[src/hdl/mwe_pkg.sv]
// mwe_pkg: types and constants shared by the microwire eeprom master
// item structs, sequencer state struct, phase encoding, frame constants
// no dependencies
`default_nettype none

package mwe_pkg;

  localparam int ADDR_W  = 6;
  localparam int WORD_W  = 16;
  localparam int FRAME_W = 3 + ADDR_W;
  localparam int SHIFT_W = FRAME_W + WORD_W;
  localparam int CNT_W   = 5;

  // action codes
  localparam logic [1:0] ACT_TICK  = 2'd0;
  localparam logic [1:0] ACT_READ  = 2'd1;
  localparam logic [1:0] ACT_WRITE = 2'd2;

  // serial frames: start bit, opcode, address field
  localparam logic [FRAME_W-1:0] FRAME_EWEN = 9'b1_00_110000;
  localparam logic [FRAME_W-1:0] FRAME_EWDS = 9'b1_00_000000;
  localparam logic [2:0]         OP_READ    = 3'b110;
  localparam logic [2:0]         OP_WRITE   = 3'b101;

  localparam logic [CNT_W-1:0] CNT_FRAME = CNT_W'(FRAME_W);
  localparam logic [CNT_W-1:0] CNT_SHIFT = CNT_W'(SHIFT_W);
  localparam logic [CNT_W-1:0] CNT_WORD  = CNT_W'(WORD_W);

  typedef enum logic [9:0] {
    PH_IDLE     = 10'b0000000001,
    PH_EN_BITS  = 10'b0000000010,
    PH_EN_GAP   = 10'b0000000100,
    PH_CMD_BITS = 10'b0000001000,
    PH_RX_BITS  = 10'b0000010000,
    PH_CMD_END  = 10'b0000100000,
    PH_POLL     = 10'b0001000000,
    PH_POLL_END = 10'b0010000000,
    PH_DS_BITS  = 10'b0100000000,
    PH_DS_END   = 10'b1000000000
  } phase_t;

  typedef struct packed {
    logic [1:0]        action;
    logic [ADDR_W-1:0] address;
    logic [WORD_W-1:0] write_data;
    logic              serial_data_in;
  } in_item_t;

  typedef struct packed {
    logic              chip_select;
    logic              serial_clock;
    logic              serial_data_out;
    logic              busy_res;
    logic              done_res;
    logic [WORD_W-1:0] read_data;
  } out_item_t;

  typedef struct packed {
    phase_t             phase;
    logic [CNT_W-1:0]   bit_cnt;
    logic [SHIFT_W-1:0] tx_shift;
    logic [WORD_W-1:0]  rx_shift;
    logic               is_write;
    logic               clk_level;
    logic [ADDR_W-1:0]  addr;
    logic [WORD_W-1:0]  data;
  } seq_state_t;

endpackage

`default_nettype wire

[src/hdl/mwe_step.sv]
// mwe_step: next-state and pin logic for one tick of the microwire sequencer
// purely combinational; uses mwe_pkg
`default_nettype none

module mwe_step
  import mwe_pkg::*;
(
  input  seq_state_t st,
  input  in_item_t   item,
  output seq_state_t st_nxt,
  output out_item_t  res
);

  seq_state_t cur;
  logic       last_bit;

  always_comb begin
    cur = st;
    // start while idle latches operands and runs the first enable tick now
    if (st.phase == PH_IDLE && (item.action == ACT_READ || item.action == ACT_WRITE)) begin
      cur.addr      = item.address;
      cur.data      = item.write_data;
      cur.is_write  = (item.action == ACT_WRITE);
      cur.tx_shift  = {FRAME_EWEN, {WORD_W{1'b0}}};
      cur.bit_cnt   = CNT_FRAME;
      cur.clk_level = 1'b0;
      cur.phase     = PH_EN_BITS;
    end
  end

  // transmit bit completes on the sk-high tick
  assign last_bit = cur.clk_level && (cur.bit_cnt == CNT_W'(1));

  always_comb begin
    st_nxt              = cur;
    res                 = '0;
    res.busy_res        = 1'b1;
    unique case (cur.phase)
      PH_EN_BITS, PH_CMD_BITS, PH_DS_BITS: begin
        res.chip_select     = 1'b1;
        res.serial_clock    = cur.clk_level;
        res.serial_data_out = cur.tx_shift[SHIFT_W-1];
        st_nxt.clk_level    = ~cur.clk_level;
        if (cur.clk_level) begin
          st_nxt.tx_shift = {cur.tx_shift[SHIFT_W-2:0], 1'b0};
          st_nxt.bit_cnt  = cur.bit_cnt - CNT_W'(1);
        end
        if (last_bit) begin
          unique case (cur.phase)
            PH_EN_BITS: st_nxt.phase = PH_EN_GAP;
            PH_DS_BITS: st_nxt.phase = PH_DS_END;
            default: begin
              if (cur.is_write) begin
                st_nxt.phase = PH_CMD_END;
              end else begin
                st_nxt.bit_cnt   = CNT_WORD;
                st_nxt.clk_level = 1'b0;
                st_nxt.phase     = PH_RX_BITS;
              end
            end
          endcase
        end
      end
      PH_EN_GAP: begin
        st_nxt.clk_level = 1'b0;
        st_nxt.phase     = PH_CMD_BITS;
        if (cur.is_write) begin
          st_nxt.tx_shift = {OP_WRITE, cur.addr, cur.data};
          st_nxt.bit_cnt  = CNT_SHIFT;
        end else begin
          st_nxt.tx_shift = {OP_READ, cur.addr, {WORD_W{1'b0}}};
          st_nxt.bit_cnt  = CNT_FRAME;
        end
      end
      PH_RX_BITS: begin
        res.chip_select  = 1'b1;
        res.serial_clock = cur.clk_level;
        st_nxt.clk_level = ~cur.clk_level;
        if (cur.clk_level) begin
          st_nxt.rx_shift = {cur.rx_shift[WORD_W-2:0], item.serial_data_in};
          st_nxt.bit_cnt  = cur.bit_cnt - CNT_W'(1);
          if (cur.bit_cnt == CNT_W'(1)) begin
            st_nxt.phase = PH_CMD_END;
          end
        end
      end
      PH_CMD_END: begin
        if (cur.is_write) begin
          st_nxt.clk_level = 1'b1;
          st_nxt.phase     = PH_POLL;
        end else begin
          st_nxt.tx_shift  = {FRAME_EWDS, {WORD_W{1'b0}}};
          st_nxt.bit_cnt   = CNT_FRAME;
          st_nxt.clk_level = 1'b0;
          st_nxt.phase     = PH_DS_BITS;
        end
      end
      PH_POLL: begin
        res.chip_select  = 1'b1;
        res.serial_clock = cur.clk_level;
        if (!cur.clk_level) begin
          st_nxt.clk_level = 1'b1;
        end else if (item.serial_data_in) begin
          st_nxt.phase = PH_POLL_END;
        end else begin
          st_nxt.clk_level = 1'b0;
        end
      end
      PH_POLL_END: begin
        st_nxt.tx_shift  = {FRAME_EWDS, {WORD_W{1'b0}}};
        st_nxt.bit_cnt   = CNT_FRAME;
        st_nxt.clk_level = 1'b0;
        st_nxt.phase     = PH_DS_BITS;
      end
      PH_DS_END: begin
        res.busy_res     = 1'b0;
        res.done_res     = 1'b1;
        st_nxt.clk_level = 1'b0;
        st_nxt.phase     = PH_IDLE;
      end
      default: begin
        // idle and any stray code
        res.busy_res     = 1'b0;
        st_nxt.clk_level = 1'b0;
        st_nxt.phase     = PH_IDLE;
      end
    endcase
    res.read_data = st_nxt.rx_shift;
  end

endmodule

`default_nettype wire

[src/hdl/microwire_eeprom_master.sv]
// microwire_eeprom_master: top level of the tick-driven microwire eeprom master
// holds sequencer state and the result register; uses mwe_pkg and mwe_step
`default_nettype none

// usage
//   each input item is one tick: action (plain tick, start read, start write),
//   the word address, the word to program and the sampled DO pin level.
//   each accepted item yields exactly one result item: CS, SK and DI pin
//   levels, busy, done and the last word read.
//   a start while idle sends write enable, then the read or write command,
//   polls DO after a write, and ends with write disable; done rises on the
//   final tick, on which busy is already low. starts while busy are ignored.
// latency and throughput
//   the result of an item is in the output register the cycle after it is
//   accepted; one item per cycle while the output is not stalled, set by the
//   combinational step logic between the state registers and the output register.
// stall
//   in_ready stays high while the output register is empty or being taken;
//   with out_ready low and a result pending, in_ready drops and the state
//   holds, so no tick is lost.
// reset
//   rst_n low (synchronous) returns the sequencer to idle, clears the shift
//   registers and counters and empties the output register.
module microwire_eeprom_master
  import mwe_pkg::*;
(
  input  wire logic      clk,
  input  wire logic      rst_n,
  input  wire logic      in_valid,
  output logic           in_ready,
  input  wire in_item_t  in_data,
  output logic           out_valid,
  input  wire logic      out_ready,
  output out_item_t      out_data
);

  seq_state_t st_r, st_nxt;
  out_item_t  res;
  out_item_t  out_data_r;
  logic       out_valid_r;
  logic       in_fire;

  // accept a tick whenever the output slot is free or draining this cycle
  assign in_ready = !out_valid_r || out_ready;
  assign in_fire  = in_valid && in_ready;

  mwe_step u_step (
    .st     (st_r),
    .item   (in_data),
    .st_nxt (st_nxt),
    .res    (res)
  );

  // sequencer state advances only on an accepted tick
  always_ff @(posedge clk) begin
    if (!rst_n) begin
      st_r.phase     <= PH_IDLE;
      st_r.bit_cnt   <= '0;
      st_r.tx_shift  <= '0;
      st_r.rx_shift  <= '0;
      st_r.is_write  <= 1'b0;
      st_r.clk_level <= 1'b0;
      st_r.addr      <= '0;
      st_r.data      <= '0;
    end else if (in_fire) begin
      st_r <= st_nxt;
    end
  end

  // result register
  always_ff @(posedge clk) begin
    if (!rst_n) begin
      out_valid_r <= 1'b0;
    end else if (in_fire) begin
      out_valid_r <= 1'b1;
    end else if (out_ready) begin
      out_valid_r <= 1'b0;
    end
  end

  always_ff @(posedge clk) begin
    if (in_fire) begin
      out_data_r <= res;
    end
  end

  assign out_valid = out_valid_r;
  assign out_data  = out_data_r;

  // done tick always leaves the sequencer idle
  a_done_to_idle: assert property (@(posedge clk) disable iff (!rst_n)
    in_fire && res.done_res |=> st_r.phase == PH_IDLE)
    else $error("done without return to idle");

  // a start seen while idle enters the enable frame
  a_start_enters: assert property (@(posedge clk) disable iff (!rst_n)
    in_fire && st_r.phase == PH_IDLE &&
    (in_data.action == ACT_READ || in_data.action == ACT_WRITE)
    |=> st_r.phase == PH_EN_BITS && out_data.chip_select && out_data.busy_res)
    else $error("start not taken from idle");

  // DI and SK are quiet whenever chip select is low
  a_quiet_pins: assert property (@(posedge clk) disable iff (!rst_n)
    out_valid_r && !out_data_r.chip_select |->
    !out_data_r.serial_data_out && !out_data_r.serial_clock)
    else $error("pin activity with chip select low");

  // state holds while the output is stalled
  a_stall_hold: assert property (@(posedge clk) disable iff (!rst_n)
    out_valid_r && !out_ready |=> $stable(st_r))
    else $error("state moved during stall");

endmodule

`default_nettype wire
[config.mk]
export PLATFORM = sky130hd
export DESIGN_NAME = microwire_eeprom_master
export DESIGN_NICKNAME = d
export VERILOG_FILES = /design/src/hdl/mwe_pkg.sv /design/src/hdl/mwe_step.sv /design/src/hdl/microwire_eeprom_master.sv
export SDC_FILE = /design/constraint.sdc
export NUM_CORES = 1
export LEC_CHECK = 0
export ABC_AREA = 1
export BUFFER_PORTS_ARGS = -buffer_cell sky130_fd_sc_hd__buf_2
export CELL_PAD_IN_SITES_DETAIL_PLACEMENT = 1
export CELL_PAD_IN_SITES_GLOBAL_PLACEMENT = 1
export CORE_UTILIZATION = 47
export CTS_CLUSTER_DIAMETER = 150
export DETAILED_ROUTE_END_ITERATION = 10
export GPL_TIMING_DRIVEN = 0
export MAX_ROUTING_LAYER = met4
export PLACE_DENSITY = 0.93
export SLEW_MARGIN = 10
export SYNTH_ARGS = -nofsm -noshare
export SYNTH_HDL_FRONTEND = slang
export SYNTH_HIERARCHICAL = 1
export SYNTH_SLANG_ARGS = --single-unit
export TNS_END_PERCENT = 5
[constraint.sdc]
create_clock -name clk -period 7 [get_ports clk]
set_input_delay 0.7 -clock clk [delete_from_list [all_inputs] [get_ports clk]]
set_output_delay 0.7 -clock clk [all_outputs]
set_load 0.05 [all_outputs]
==> impl_metrics.env <==
export IMPL_cpPeakStageDelay_ns=0.29
export IMPL_drtIter0Drc=545
export IMPL_portBuffers=49
export IMPL_syn_area_per_cell_um2=6.45
export IMPL_num_antenna_cells=0
export IMPL_drtAntennaViolNets=0
export IMPL_finish_utilization_pct=53.8
export IMPL_p_leak_nw=3.84
export IMPL_final_net_count=1191
export IMPL_syn_inst=1100
export IMPL_r2r_end="st_r[74]"
export IMPL_synth_top_area_share_pct=22.9
export IMPL_cp_cell_sequence="buf_2 > inv_1 > ha_1 > nor2_1 > nand3_1 > nor2_8 > buf_6 > buf_6 > nor2_1 > inv_1 > ha_1 > nor3b_1 > nand2_2 > nor2_4 > nand3_1 > or2_1 > nand2_1 > inv_1 > nand3_1 > nand2_1 > nor2_1"
export IMPL_cts_htree_levels=3
export IMPL_reg2reg_from="st_r[78]"
export IMPL_track_usage_pct=33.8
export IMPL_startpoint="in_data[23]"
export IMPL_worstPathMaxFanout=10
export IMPL_place_gp_congestion=0.909
export IMPL_cts_root_buf="clkbuf_16"
export IMPL_fin_skew_ns=0.00621
export IMPL_grt_setup_unrepaired="no"
export IMPL_clk_latency_ns=0.37
export IMPL_finalSetupViolCount=0
export IMPL_synth_area_top_cells="dfxtp_1 (23%), nand2_1 (14%), nand3_1 (9.7%)"
export IMPL_cp_end_kind="flop"
export IMPL_period_minus_slack_ns=3.41
export IMPL_synthArstFlopShare_pct=0
export IMPL_reg2reg_depth=18
export IMPL_hold_violations=0
export IMPL_ir_worst_vdd_mv=0.219
export IMPL_syn_nets=1131
export IMPL_min_path_cells=2
export IMPL_start_util_pct=48.4
export IMPL_drive_above_1_share_pct=16.1
export IMPL_drv_cap=0
export IMPL_min_delay_start="st_r[49]"
export IMPL_rows=44
export IMPL_cp_arrival_ns=3.71
export IMPL_via_per_inst=5.66
export IMPL_synth_ff_type="dfxtp_1"
export IMPL_ys_ff_latch=102
export IMPL_crit_type="in -> reg"
export IMPL_post_cts_setup_buffer_count=0
export IMPL_timing_setup_tns_ns=0
export IMPL_grt_overflow=0
export IMPL_netlist_area_um2=7090
export IMPL_post_dp_hpwl_um=18100
export IMPL_grt_start_max_net_pins=22
export IMPL_cts_tree="done"
export IMPL_antenna_found_initial=0
export IMPL_die_w_um=125
export IMPL_min_delay_path_class="reg -> reg"
export IMPL_hold_path_endpoint="st_r[49]"
export IMPL_area_growth_synth_to_final_pct=11.0
export IMPL_worstSetupStartpointType="input port"
export IMPL_boundaryPins=52
export IMPL_synth_distinct_cells=45
export IMPL_drt_pass1_iterations=8
export IMPL_slowest_stage="ha_1"
export IMPL_fp_dieArea_um2=15600
export IMPL_wl_per_cell_um=18.5
export IMPL_powerDensity_nw_per_um2=211
export IMPL_cts_num_sinks=102
export IMPL_status="finished, violations left"
export IMPL_r2r_slack_ns=3.84
export IMPL_yosysTopAreaCell="dfxtp_1"
export IMPL_grt_pass1_wl_um=40200
export IMPL_drc_errors=11
export IMPL_grt_pass1_vias=7903
export IMPL_clock_path_buffers=2
export IMPL_slew_headroom_pct=39.5
export IMPL_routed_wl_um=25000
export IMPL_synth_warning_count=6
export IMPL_timing_final_crit_share_pct=48.7
export IMPL_vias=7629
export IMPL_fmax_mhz=293
export IMPL_drv_slew=0
export IMPL_cts_resized=0
export IMPL_clk_pin_slew_worst_paths_ns=0.07
export IMPL_die_h_um=125
export IMPL_synth_edf_count=21
export IMPL_cp_top_family="simple AND/OR/NAND/NOR gates"
export IMPL_worstPathRequired_ns=7.31
export IMPL_holdBufCountCts=0
export IMPL_worst_pin_slew_ns=0.907
export IMPL_crit_buf_inv=6
export IMPL_violations="DRC"
export IMPL_core_um2=14600
export IMPL_cts_buffers=9
export IMPL_yosysSeqAreaShare_pct=31.7
-- synthesized netlist by cell type (all sizes together) (3+ instances only) --
master / number
nand2: 273
inv: 162
nand3: 143
nor2: 134
a21oi: 94
dfxtp: 81
buf: 73
o21ai: 32
nand4: 27
edfxtp: 21
clkbuf: 13
mux2: 13
nor3: 9
o21a: 7
o211ai: 3
-- placed cells by master, fill, tap and decap left out, types with 3 or more instances in the layout --
cell type	synthesis	routed
nand2_1	262	262
inv_1	157	157
nand3_1	138	138
nor2_1	124	124
a21oi_1	94	94
dfxtp_1	81	81
buf_2	29	78
buf_4	30	30
o21ai_0	29	29
nand4_1	26	26
edfxtp_1	21	21
clkbuf_1	13	13
buf_6	12	12
nand2_2	9	9
clkbuf_16	0	9
mux2_2	9	9
nor3_2	7	7
o21a_1	7	7
nor2_8	4	4
inv_2	4	4
mux2_1	4	4
nor2_4	3	3
nand3_4	3	3
nor2_2	3	3
o211ai_1	3	3
-- logic make-up (layout without fill, tap and decap cells) --
kind of cell | Yosys count | in the layout | synth area share [%]
adder cells (fa/ha/maj) | 2 | 2 | 0.353
buffers and inverters | 250 | 315 | 16.8
AND/OR/NAND/NOR | 592 | 592 | 38.5
AO/OA/AOI/OAI | 141 | 141 | 10.6
multiplexers | 13 | 13 | 2.06
flip-flops | 102 | 102 | 31.7
-- where the power goes --
part / leakage [nW] / internal, mW / switching [mW]
Combinational: 2.81 / 0.148 / 0.314
Sequential: 0.881 / 0.647 / 0.0308
Clock: 0.150 / 0.262 / 0.260
-- worst min-delay path, delay by kind of cell (launching register included) --
| kind | cells | cell delay, ns |
|---|---|---|
| flip-flops | 1 | 0.33 |
| AND/OR/NAND/NOR | 1 | 0.08 |
| AO/OA/AOI/OAI | 1 | 0.04 |
-- area by class of cell --
type / count / area [um2]
Buffer: 86 / 573
Timing Repair Buffer: 49 / 245
Fill cell: 2033 / 6770
Clock buffer: 10 / 239
Inverter: 164 / 619
Multi-Input combinational cell: 748 / 3650
Clock inverter: 6 / 65.1
Tap cell: 184 / 230
Sequential cell: 102 / 2250
-- metal layers --
| metal | vias up | share of wire (%) | track usage [%] |
|---|---|---|---|
| met5 | - | 0 | - |
| met4 | 0 | 2.7 | 13.6 |
| met3 | 68 | 6.9 | 7.04 |
| met2 | 268 | 49 | 57.4 |
| met1 | 3694 | 41 | 39.0 |
| li1 | 3599 | - | - |
-- worst max-delay path by stage --
stage / to / slack (ns) / cells after the start
floorplan: st_r[74] / 3.93 / 20
global placement: st_r[74] / 3.35 / 21
detailed placement: st_r[74] / 3.26 / 21
CTS: st_r[74] / 3.62 / 21
global route: st_r[74] / 3.34 / 21
finish: st_r[74] / 3.59 / 21
-- sequential cells by signal, indices dropped and copies added, names as in the netlist --
register and count:
st_r 80, out_data 21, out_valid 1
-- stage by stage --
stage	setup slack (ns)	instances	total power [mW]	area (um2)	hold WS, ns
floorplan	3.93	1100	1.01	7090	0.450
global placement	3.35	1333	1.11	7570	0.459
detailed placement	3.26	1333	1.13	7570	0.471
CTS	3.62	1349	1.66	7870	0.492
global route	3.34	1349	1.73	7870	0.513
finish	3.59	1349	1.66	7870	0.485
Note: power is estimated with default switching activity, not from simulation.
